File: src/hw/rtl/aim_ram.sv
// ----------------------------------------------------------------------------
// aim_ram
// Generic single-port-write, single-port-read RAM with registered read.
// ----------------------------------------------------------------------------
module aim_ram #(
   parameter int WIDTH = 8,
   parameter int DEPTH = 64
) (
   input  logic                     clock,
   input  logic                     wr_en,
   input  logic [$clog2(DEPTH)-1:0] wr_addr,
   input  logic [WIDTH-1:0]         wr_data,
   input  logic [$clog2(DEPTH)-1:0] rd_addr,
   output logic [WIDTH-1:0]         rd_data
);

   logic [WIDTH-1:0] mem [DEPTH];
   logic [WIDTH-1:0] rd_data_ff;

   // write port, registered read port
   always_ff @(posedge clock) begin
      if (wr_en) begin
         mem[wr_addr] <= wr_data;
      end
      rd_data_ff <= mem[rd_addr];
   end

   assign rd_data = rd_data_ff;

endmodule

File: config.mk
export PLATFORM = sky130hd
export DESIGN_NAME = aim_ram
export DESIGN_NICKNAME = d
export VERILOG_FILES = /design/src/hw/rtl/aim_ram.sv
export SDC_FILE = /design/constraint.sdc
export NUM_CORES = 1
export LEC_CHECK = 0
export CAP_MARGIN = 40
export CORE_MARGIN = 2
export CORE_UTILIZATION = 61
export DETAILED_ROUTE_END_ITERATION = 10
export DONT_BUFFER_PORTS = 1
export PLACE_DENSITY = 0.74
export SYNTH_ARGS = -nofsm -noshare
export SYNTH_HDL_FRONTEND = slang
export SYNTH_SLANG_ARGS = --single-unit
File: constraint.sdc
create_clock -name clock -period 5.2 [get_ports clock]
set_input_delay 1.04 -clock clock [delete_from_list [all_inputs] [get_ports clock]]
set_output_delay 1.04 -clock clock [all_outputs]
set_load 0.05 [all_outputs]
# Word-level counts from Yosys, hierarchy flattened
# Memory sizes are Yosys's and may differ from the RTL's. A register that Yosys moved wholly into a read port is not among the register bits.
# Index checks and enable logic that the tools add are counted.
# W data, S select, Z words.
# word_totals
reg_bits,0
ramBits,512
in_bits,22
output_inout_bits,8
elab_cells,3
n_memories,1
# classes
muxes,2
# mem_list
memory,depth,width,read_ports,rd_ports_with_merged_regs,write_ports,line_no,text
mem,64,8,1,1,1,17,logic [WIDTH-1:0] mem [DEPTH];
# op_table
op,count
$mux W1,2

# Logic depth before layout (Yosys ltp)
# depth
ltp_word,2
ltp_mapped,9
depth_no_buf,5

# Least setup slack after synthesis
# No wires, ideal clock.
# synth_path
path_kind,in2reg
start,in rd_addr[1]
end,"reg rd_data_ff[3], in the netlist rd_data[3] (read register of mem)"
setup_time_ns,0.128
arrival_ns,2.580
required_ns,5.072
path_slack_ns,2.492
cell_stages,7
n_path_buf,3
path_cell_list,buf_4 buf_2 buf_2 mux4_2 mux4_2 o21ai_1 o41ai_1
# synth_lines
element,line_no,text
from (decl),13,"input logic [$clog2(DEPTH)-1:0] rd_addr,"
to (decl),18,logic [WIDTH-1:0] rd_data_ff;

# Worst setup path after layout
# layout_path
start,in wr_en
end,mem mem[46][1] (enable)
# layout_between
elab_chain_len,2
# layout_rtl
element,line_no,text
from (decl),10,"input logic wr_en,"
$mux W1,22,if (wr_en) begin
$mux W1 (implied by the code),23,mem[wr_addr] <= wr_data;
to (decl),17,
# Every way passes these cells.

==> results.sh <==
export IMPL_ys_types=40
export IMPL_stdcell_area_sq_um=21960
export IMPL_finalCritPeriodShare=0.4863
export IMPL_post_cts_buffers=0
export IMPL_reg2reg_depth=5
export IMPL_cts_sinks=520
export IMPL_setup_viol=0
export IMPL_dp_hpwl_um=23340
export IMPL_grt_pass1_vias=9500
export IMPL_rows=66
export IMPL_synth_fp_nets=962
export IMPL_rsz0062_at_grt="no"
export IMPL_port_buffers=0
export IMPL_root_buffer="clkbuf_16"
export IMPL_criticalPathCategory="in -> reg"
export IMPL_tightest_slew_ns=0.8662
export IMPL_cap_violations=0
export IMPL_status="completed"
export IMPL_skew_ns=0.02140
export IMPL_drt_pass1_iterations=6
export IMPL_antenna_found_initial=0
export IMPL_vias_per_cell=6.648
export IMPL_grt_use_total=0.2503
export IMPL_path_max_fanout=8
export IMPL_r2r_setup_slack_ns=3.10
export IMPL_synthDominantCellAreaShare=0.7624
export IMPL_slowest_stage="nor2_1"
export IMPL_die_area_sq_um=34530
export IMPL_grt_pass1_wl_um=61780
export IMPL_dieHeight_um=185.8
export IMPL_synth_edf_count=512
export IMPL_syn_area_per_cell_sq_um=21.45
export IMPL_clk_pin_slew_ns=0.06
export IMPL_dr_first_iter_drc_count=1447
export IMPL_start_util=0.6198
export IMPL_synth_area_sq_um=20170
export IMPL_postRouteWirelength_um=41340
export IMPL_seq_area_frac_synth=0.7703
export IMPL_critPathMaxStageDelay_ns=0.83
export IMPL_ys_flop_type="edfxtp_1"
export IMPL_holdPathEnd="mem[62][4]$_DFFE_PP_"
export IMPL_start_kind="primary input"
export IMPL_synth_area_leaders="edfxtp_1, mux4_2, nor2_1, mux2i_1, dfxtp_1"
export IMPL_cpLargestDelayFamily="simple AND/OR/NAND/NOR gates"
export IMPL_grt_max_degree=138
export IMPL_vdd_drop_max_mv=0.2762
export IMPL_yosysTopAreaCell="edfxtp_1"
export IMPL_hold_start="wr_data[4]"
export IMPL_drc_errors=0
export IMPL_cp_cell_sequence="nor2b_1 > nand3_1 > nor2_1"
export IMPL_syn_instance_count=940
export IMPL_die_x_um=185.8
export IMPL_finalWorstPathRequiredPeriod_ns=2.529
export IMPL_p_leak_nw=6.725
export IMPL_ys_ff_latch=520
export IMPL_slew_headroom=0.4204
export IMPL_endpoint_kind="flip-flop"
export IMPL_cts_hold_buf=0
export IMPL_crit_buf_inv=0
export IMPL_cts_tree="done"
export IMPL_boundaryPins=30
export IMPL_cts_resized_gates=0
export IMPL_grt_overflow=0
export IMPL_drive_above_1_share=0.2162
export IMPL_yosys_warnings=0
export IMPL_min_delay_path_class="in -> reg"
export IMPL_max_freq_mhz=395.4
export IMPL_core_area_sq_um=32540
export IMPL_r2r_end="rd_data[6]$_DFF_P_"
export IMPL_use_met3=0.05224
export IMPL_ant_nets=0
export IMPL_setup_tns_ns=0
export IMPL_antenna_cells=0
export IMPL_gp_congestion=0.8110
export IMPL_cts_buffer_depth=3
export IMPL_worst_hold_path_num_cells=0
export IMPL_hold_ws_ns=0.5851
export IMPL_pwr_density_cell_nw_per_um2=378.5
export IMPL_synth_async_reset_ratio=0
export IMPL_numCtsBuffers=50
export IMPL_wire_per_inst_um=28.97
export IMPL_timing_rr_start="mem[29][6]$_DFFE_PP_"
export IMPL_worstPathRequired_ns=5.39
export IMPL_post_dp_cell_area_sq_um=20440
export IMPL_global_route_usage_met2=0.3770
export IMPL_nets=968
export IMPL_clk_latency_ns=0.57
export IMPL_hold_violations=0
export IMPL_drv_slew=0
export IMPL_vias=9487
export IMPL_top_usage_layer="met1"
export IMPL_areaGrowthSynthToFinish_pct=8.897
export IMPL_ctsHtreeMaxLevel=2
export IMPL_met1_usage=0.3815
export IMPL_critPathArrivalTime_ns=2.72
## state kept, by name, summed over array words and instances, names as in the netlist
signal,flops
mem,512
rd_data,8
## cells in the mapped netlist, types with 8 or more instances
cell type	count
buf_2	11
buf_4	13
clkbuf_1	17
dfxtp_1	8
edfxtp_1	512
mux2_2	13
mux2i_1	23
mux4_2	126
nand2_1	19
nand3_1	13
nor2_1	83
nor2b_1	14
o221ai_1	8
o22ai_1	8
## worst max-delay path by stage
stage / from / to / cells past startpoint
6_report: wr_en / mem[46][1]$_DFFE_PP_ / 3
5_1_grt: wr_en / mem[46][3]$_DFFE_PP_ / 3
4_1_cts: wr_en / mem[46][0]$_DFFE_PP_ / 3
3_5_place_dp: wr_en / mem[46][6]$_DFFE_PP_ / 3
3_3_place_gp: wr_en / mem[46][1]$_DFFE_PP_ / 3
2_1_floorplan: rd_addr[1] / rd_data[3]$_DFF_P_ / 7
## routing by layer
layer  vias up  share of wire
li1       3933              -
met1      4980           0.42
met2       498           0.47
met3        76          0.091
met4         0          0.023
met5         -              0
## cell usage in the layout, fill, tap and decap left out, drive strengths merged, types with 4 or more instances in the layout
master,netlist,final
a221oi,6,6
o22ai,8,8
nor2b,14,14
o21ai,4,4
o221ai,8,8
clkbuf,17,61
buf,34,5
mux2i,23,23
clkinv,0,24
nor3,7,7
edfxtp,512,512
mux4,126,126
a211oi,4,4
nand3,13,13
nand2b,7,7
nor2,83,83
dfxtp,8,8
nand2,19,19
mux2,13,13
## power breakdown
part / switching, mW / total [mW] / leakage (nW) / internal [mW]
sequential: 0.0406 / 4.68 / 4.67 / 4.64
clock: 1.48 / 3.39 / 0.747 / 1.92
combinational: 0.106 / 0.242 / 1.30 / 0.136
total: 1.62 / 8.31 / 6.72 / 6.69
## per-stage QoR
step	setup slack (ns)	power, mW	cells	util
final	2.671	8.313	1427	0.6750
after global routing	2.590	8.530	1427	0.6750
after CTS	2.771	8.356	1427	0.6750
after detailed placement	2.184	5.008	1336	0.6282
after global placement	2.227	5.005	1331	0.6271
after floorplan	2.492	5.011	940	-
## cells by family after synthesis
group | synth area share
multiplexers | 0.1594
buffers and inverters | 0.01570
flip-flops | 0.7703
AND/OR/NAND/NOR | 0.03387
AO/OA/AOI/OAI | 0.02072
## area by class of cell
| type | count | area, sq um |
|---|---|---|
| flip-flops and latches | 520 | 15530 |
| repair buffers | 5 | 35.03 |
| fillers | 2056 | 10580 |
| clock buffers | 61 | 1292 |
| multi-input cells | 369 | 4315 |
| well taps | 442 | 553.0 |
| clock inverters | 30 | 230.2 |
(Power assumes the default switching activity.)
