<file path="config.mk">
export PLATFORM = sky130hd
export DESIGN_NAME = aim_divider
export DESIGN_NICKNAME = d
export VERILOG_FILES = /design/src/hw/rtl/aim_pkg.sv /design/src/hw/rtl/aim_divider.sv
export SDC_FILE = /design/constraint.sdc
export NUM_CORES = 1
export LEC_CHECK = 0
export CORE_AREA = 2 2 145 147
export CTS_BUF_LIST = sky130_fd_sc_hd__clkbuf_2 sky130_fd_sc_hd__clkbuf_4 sky130_fd_sc_hd__clkbuf_8
export DETAILED_ROUTE_END_ITERATION = 8
export DIE_AREA = 0 0 147 149
export DONT_BUFFER_PORTS = 1
export PLACE_DENSITY = 0.75
export REMOVE_ABC_BUFFERS = 1
export SLEW_MARGIN = 30
export SYNTH_ARGS = -nofsm -noshare
export SYNTH_HDL_FRONTEND = slang
export SYNTH_SLANG_ARGS = --single-unit
</file>
<file path="constraint.sdc">
create_clock -name clock -period 9.02 [get_ports clock]
set_input_delay 2.255 -clock clock [delete_from_list [all_inputs] [get_ports clock]]
set_output_delay 2.255 -clock clock [all_outputs]
set_load 0.01 [all_outputs]
</file>
<file path="src/hw/rtl/aim_pkg.sv">
// ----------------------------------------------------------------------------
// aim_pkg
// Shared types, constants and register indexes of the adaptive interrupt
// moderation unit.
// ----------------------------------------------------------------------------
package aim_pkg;

   localparam int NUM_QUEUES_DEF = 64;
   localparam int TICKS_PER_SECOND_DEF = 1000;
   localparam int LOWEST_LATENCY_TIMER_DEF = 1;
   localparam int SMALL_PACKET_BYTES_DEF = 128;

   localparam int QIDX_W = 6;
   localparam int CSR_IDX_W = 3;
   localparam int CSR_DATA_W = 32;

   typedef enum logic [CSR_IDX_W-1:0] {
      CSR_ADAPT_ENABLE   = 3'd0,
      CSR_RATE_THRESHOLD = 3'd1,
      CSR_RATE_LOW       = 3'd2,
      CSR_RATE_HIGH      = 3'd3,
      CSR_USECS_LOW      = 3'd4,
      CSR_USECS_HIGH     = 3'd5,
      CSR_PENDING_LOW    = 3'd6,
      CSR_PENDING_HIGH   = 3'd7
   } csr_index_type;

   typedef struct packed {
      logic [5:0]  queue_index;
      logic [63:0] rx_packet_count;
      logic [63:0] rx_byte_count;
      logic [31:0] period_ticks;
      logic        queue_active;
   } req_word_type;

   typedef struct packed {
      logic       write_valid;
      logic [5:0] out_queue;
      logic [7:0] moderation_timer;
      logic [7:0] pend_limit;
   } rsp_word_type;

   typedef enum logic [3:0] {
      ST_CLEAR,
      ST_IDLE,
      ST_READ,
      ST_DIFF,
      ST_DIV_AVG,
      ST_DIV_WHOLE,
      ST_DIV_FRAC,
      ST_RATE,
      ST_CHOOSE,
      ST_DIV_INTERP,
      ST_WRITE,
      ST_RESP
   } state_type;

   // divider start / status between sequencer and divider
   typedef struct packed {
      logic        start;
      logic [63:0] dividend;
      logic [63:0] divisor;
   } div_req_type;

   typedef struct packed {
      logic        busy;
      logic        done;
      logic [63:0] quotient;
      logic [63:0] remainder;
   } div_rsp_type;

endpackage

</file>
<file path="src/hw/rtl/aim_divider.sv">
// ----------------------------------------------------------------------------
// aim_divider
// Shared 64-bit restoring divider, one quotient bit per cycle.
// ----------------------------------------------------------------------------
module aim_divider (
   input  logic                clock,
   input  logic                reset,
   input  aim_pkg::div_req_type div_req,
   output aim_pkg::div_rsp_type div_rsp
);
   import aim_pkg::*;

   logic [63:0] quo_ff, quo_in;
   logic [63:0] rem_ff, rem_in;
   logic [63:0] dvs_ff, dvs_in;
   logic [6:0]  cnt_ff, cnt_in;
   logic        busy_ff, busy_in;
   logic        done_ff, done_in;
   logic [64:0] trial;

   // load the operands on start; else shift one dividend bit into the remainder and try a subtract
   always_comb begin
      quo_in  = quo_ff;
      rem_in  = rem_ff;
      dvs_in  = dvs_ff;
      cnt_in  = cnt_ff;
      busy_in = busy_ff;
      done_in = 1'b0;
      trial   = {rem_ff, quo_ff[63]} - {1'b0, dvs_ff};
      if (div_req.start) begin
         quo_in  = div_req.dividend;
         rem_in  = '0;
         dvs_in  = div_req.divisor;
         cnt_in  = 7'd64;
         busy_in = 1'b1;
      end else if (busy_ff) begin
         if (!trial[64]) begin
            rem_in = trial[63:0];
            quo_in = {quo_ff[62:0], 1'b1};
         end else begin
            rem_in = {rem_ff[62:0], quo_ff[63]};
            quo_in = {quo_ff[62:0], 1'b0};
         end
         cnt_in = cnt_ff - 7'd1;
         if (cnt_ff == 7'd1) begin
            busy_in = 1'b0;
            done_in = 1'b1;
         end
      end
   end

   always_ff @(posedge clock) begin
      if (reset) begin
         busy_ff <= 1'b0;
         done_ff <= 1'b0;
         cnt_ff  <= '0;
      end else begin
         busy_ff <= busy_in;
         done_ff <= done_in;
         cnt_ff  <= cnt_in;
      end
      quo_ff <= quo_in;
      rem_ff <= rem_in;
      dvs_ff <= dvs_in;
   end

   assign div_rsp.busy      = busy_ff;
   assign div_rsp.done      = done_ff;
   assign div_rsp.quotient  = quo_ff;
   assign div_rsp.remainder = rem_ff;

endmodule
</file>
* Yosys cells after proc, flatten, opt, wreduce, memory -nomap -nowiden
Index checks and enable logic that the tools add are counted.
** Storage, ports and cells
- Register bits :: 201
- Output and inout bits :: 130
** Operators by class
- Add/sub/neg operators :: 2
- Equal/unequal tests :: 1
- Multiplexer cells :: 10
- Bitwise gates (word level) :: 1
- Reduce and logical (&&, ||, !) cells :: 3
** Operators by type and width (count)
- $mux 64 :: 3
- $sub 65x64->65 :: 1
- $mux 7 :: 2
- $eq 7x1->1 const B :: 1
- $sub 7x1->7 const B :: 1
- $mux 1 :: 5
- $reduce_or 3->1 :: 1
- $reduce_bool 2->1 :: 1
- $reduce_or 2->1 :: 1
- $not 1->1 :: 1

* Depth between registers and ports, before layout
- Depth in word-level cells :: 4
- Gate-level depth with buffers :: 15
- Depth with buffers taken out :: 13

* Worst setup path before layout
Ideal clock, no wire load.
- Path kind :: input -> register
- From :: input div_req[128] (netlist bit)
- To :: register quo_ff[0], enable pin
- Library setup time :: 0.692 ns
- Data arrival time :: 3.485 ns
- Required time :: 8.328 ns
- Setup slack :: 4.844 ns
- Stages :: 2
- Buffers on the path :: 0
- Cells stage by stage :: inv_1 nand2_1
** On the way
- Word-level cells in the longest chain between the ends :: 1
** RTL lines
- start: declaration :: line aim_divider.sv:8 : input aim_pkg::div_req_type div_req,
- $reduce_bool 2->1 (no line)
- end signal: assignment :: line aim_divider.sv:62 : quo_ff <= quo_in;
- end: declaration :: line aim_divider.sv:13 : logic [63:0] quo_ff, quo_in;
No other way between the ends.
A chain may end at the register's enable or synchronous reset.

* Worst setup path after layout
- From :: register rem_ff[0]
- To :: register rem_ff[55]
** On the way
- Word-level cells in the longest chain between the ends :: 2
** RTL lines
- start: declaration :: line aim_divider.sv:14 : logic [63:0] rem_ff, rem_in;
- start signal: assignment :: line aim_divider.sv:63 : rem_ff <= rem_in;
- $sub 65x64->65 :: line aim_divider.sv:29 : trial = {rem_ff, quo_ff[63]} - {1'b0, dvs_ff};
- $mux 64 :: line aim_divider.sv:37 : if (!trial[64]) begin
No other way between the ends.

==> results.tsv <==
metric	value	unit
grt_pass1_wl	46.5	mm
die_x	147	um
place.detailed.hpwl	21.9	mm
finalHoldViolations	0	
setup.reg_to_reg.worst_slack	5060	ps
gpl.final_weighted_congestion	0.925	
synth_enable_flop_cells	128	
initial_utilization	58.5	%
timing.final.setup_violations	0	
sequential_cell_area_fraction_in_the_yosys_report	44.1	%
clock_skew	25.8	ps
top_signal_layer_used	met5	
post_cts.repair.setup_buffers	0	
clock-root-buffer	clkbuf_8	
clock_transition_time_at_the_flip_flop_clock_pins_of_the_worst_setup_and_hold_paths	60	ps
route.met2.wl	14.1	mm
crit_required	9450	ps
number_of_global_route_vias_before_repair	8586	
total_negative_setup_slacks	0	ps
routed_wire_length_per_instance	20.3	um
mostFrequentLayoutCells	128 x edfxtp_1, 112 x nor2_1, 91 x inv_1	
final_antenna_net_count	0	
layout-drive-gt1-share	12.8	%
final_util	62.5	%
cts_num_sinks	201	
clock_latency	530	ps
syn_to_final_growth	6.91	%
worst_slack	5060	ps
maxSlewViolCount	0	
tritoncts.num_buffers	36	
netlist_instances	1192	
slew_headroom	43.1	%
min_period_over_period	43.9	%
yosysUniqueCellTypes	74	
achievable-frequency	0.253	GHz
drt_pre_antenna_iters	5	
combined_global_route_utilization_of_all_metal_layers	26.8	%
post_synth_main_area_contributors	edfxtp_1 32%, dfxtp_1 12%, ha_1 6.9%	
hold_path.class	reg2reg	
total_of_flip_flops_plus_latches_after_synthesis	201	
clock_tree.buffer_depth	3	
ios	261	
p_per_area	208	nW/um^2
synth_top_area_share	32.0	%
route.detailed.vias_per_inst	6.03	
worst-endpoint-arrival	4390	ps
place_worst_setup_slack	5100	ps
fin_crit	3960	ps
layout_commonest_cell	edfxtp_1	
drcViolationCount	0	
detailroute.wirelength.met3	2.92	mm
hold_buffers	0	
nFillCells	1717	
final_layout_net_count	1369	
timing_worst_slew_pin_value	846	ps
die_area	21900	um^2
biggest_fanout_along_the_worst_timing_path	5	
total_overflow_reported_by_the_global_router	0	
synth-async-reset-ratio	0	%
wirelength_met1	12.2	mm
cts_tree	built	
postCtsResizedCells	0	
cap_violations	0	
grt_setup_unrepaired	false	
buffer_ports.inserted	0	
power.leakage	5.16	nW
status	finished clean	
setup.worst_path.class	reg2reg	
maximum_number_of_pins_on_one_net_before_global_route_repair	195	
synthesis.yosys.warnings	0	
synth.largest_area_cell	edfxtp_1	
worst_ir_drop_vdd	0.000160	V
fp-row-count	53	
crit_path_start_kind	register	
grt_antenna_before_repair	4	
h-tree-depth	2	
detail_route.iter0.violations	569	
core_region_area	20600	um^2
syn_area_per_cell	10.1	um^2
dr_total_vias	8913	
dieHeight	149	um
synthesis.area	12000	um^2
route.final.wire_length	30.1	mm
end_kind	register	
yosys_most_used_dff	edfxtp_1	
worst max-delay path: stages (launching register included):
cell and delay, ps:
dfxtp_1 500, ha_1 290, nor2b_1 140, o2111ai_1 420, a21oi_1 200, o31ai_1 640
a21oi_1 320, a211o_1 410, a21oi_1 410, xnor2_1 180, mux2i_1 90, a211oi_1 270
cell usage after synthesis, types with 7 or more instances:
cell type / number
and3_1: 12
a21o_1: 27
ha_1: 66
nor2_1: 112
a31oi_1: 7
edfxtp_1: 128
a21oi_1: 75
nor3_1: 20
nand2_1: 72
nand3_1: 18
mux2i_1: 51
buf_2: 10
o21ai_0: 36
o31ai_1: 9
nand4_1: 21
xnor2_1: 39
mux2_2: 63
o21bai_1: 14
clkbuf_1: 42
xor2_1: 23
o21a_1: 15
inv_1: 91
a211oi_1: 61
dfxtp_1: 73
state kept, by name, indices dropped and copies added, names as in the netlist:
register,cells
busy_ff,1
cnt_ff,7
done_ff,1
dvs_ff,64
quo_ff,64
rem_ff,64
kinds of logic after synthesis:
logic type	count (synthesis)	synth area share, %
flip-flops	201	44.1
AO/OA/AOI/OAI	300	17.2
XOR/XNOR	62	4.52
AND/OR/NAND/NOR	293	11.3
adder cells (fa/ha/maj)	67	7.04
buffers and inverters	155	5.68
multiplexers	114	10.1
worst paths after layout:
path / to / cells past startpoint / startpoint
setup reg to reg: rem_ff[55] / 11 / rem_ff[0]
setup / recovery: rem_ff[55] / 11 / rem_ff[0]
hold reg to reg: cnt_ff[1] / 2 / cnt_ff[1]
hold / removal: cnt_ff[1] / 2 / cnt_ff[1]
power by group:
group	switching (mW)	internal (mW)	leakage (nW)
Combinational	0.331	0.244	2.87
Clock	0.387	0.523	0.414
Sequential	0.107	1.08	1.87
Total	0.825	1.84	5.16
area by class of cell:
cell class | count | area, um^2 | area share (%)
tap | 275 | 344 | 2.68
clock buffer | 54 | 649 | 5.05
multi-input combinational | 836 | 6030 | 47.0
sequential | 201 | 5310 | 41.3
inverter | 92 | 345 | 2.69
timing repair buffer | 4 | 42.5 | 0.331
clock inverter | 12 | 119 | 0.925
antenna | 3 | 7.51 | 0.0584
metal layers:
metal	vias up	GRT usage (%)
met5	-	0
met4	2	9.86
met3	57	9.30
met2	359	44.2
met1	4164	32.7
li1	4331	-
per-stage QoR:
| stage | instance area [um^2] | std cells | hold slack (ps) | total power [mW] |
|---|---|---|---|---|
| after floorplan | 11700 | 1129 | 469 | 1.63 |
| after global placement | 12100 | 1407 | 481 | 1.76 |
| after detailed placement | 12100 | 1408 | 495 | 1.77 |
| after CTS | 12800 | 1474 | 500 | 2.69 |
| after global routing | 12800 | 1476 | 525 | 2.80 |
| final | 12800 | 1477 | 499 | 2.67 |
(Power assumes the default switching activity.)
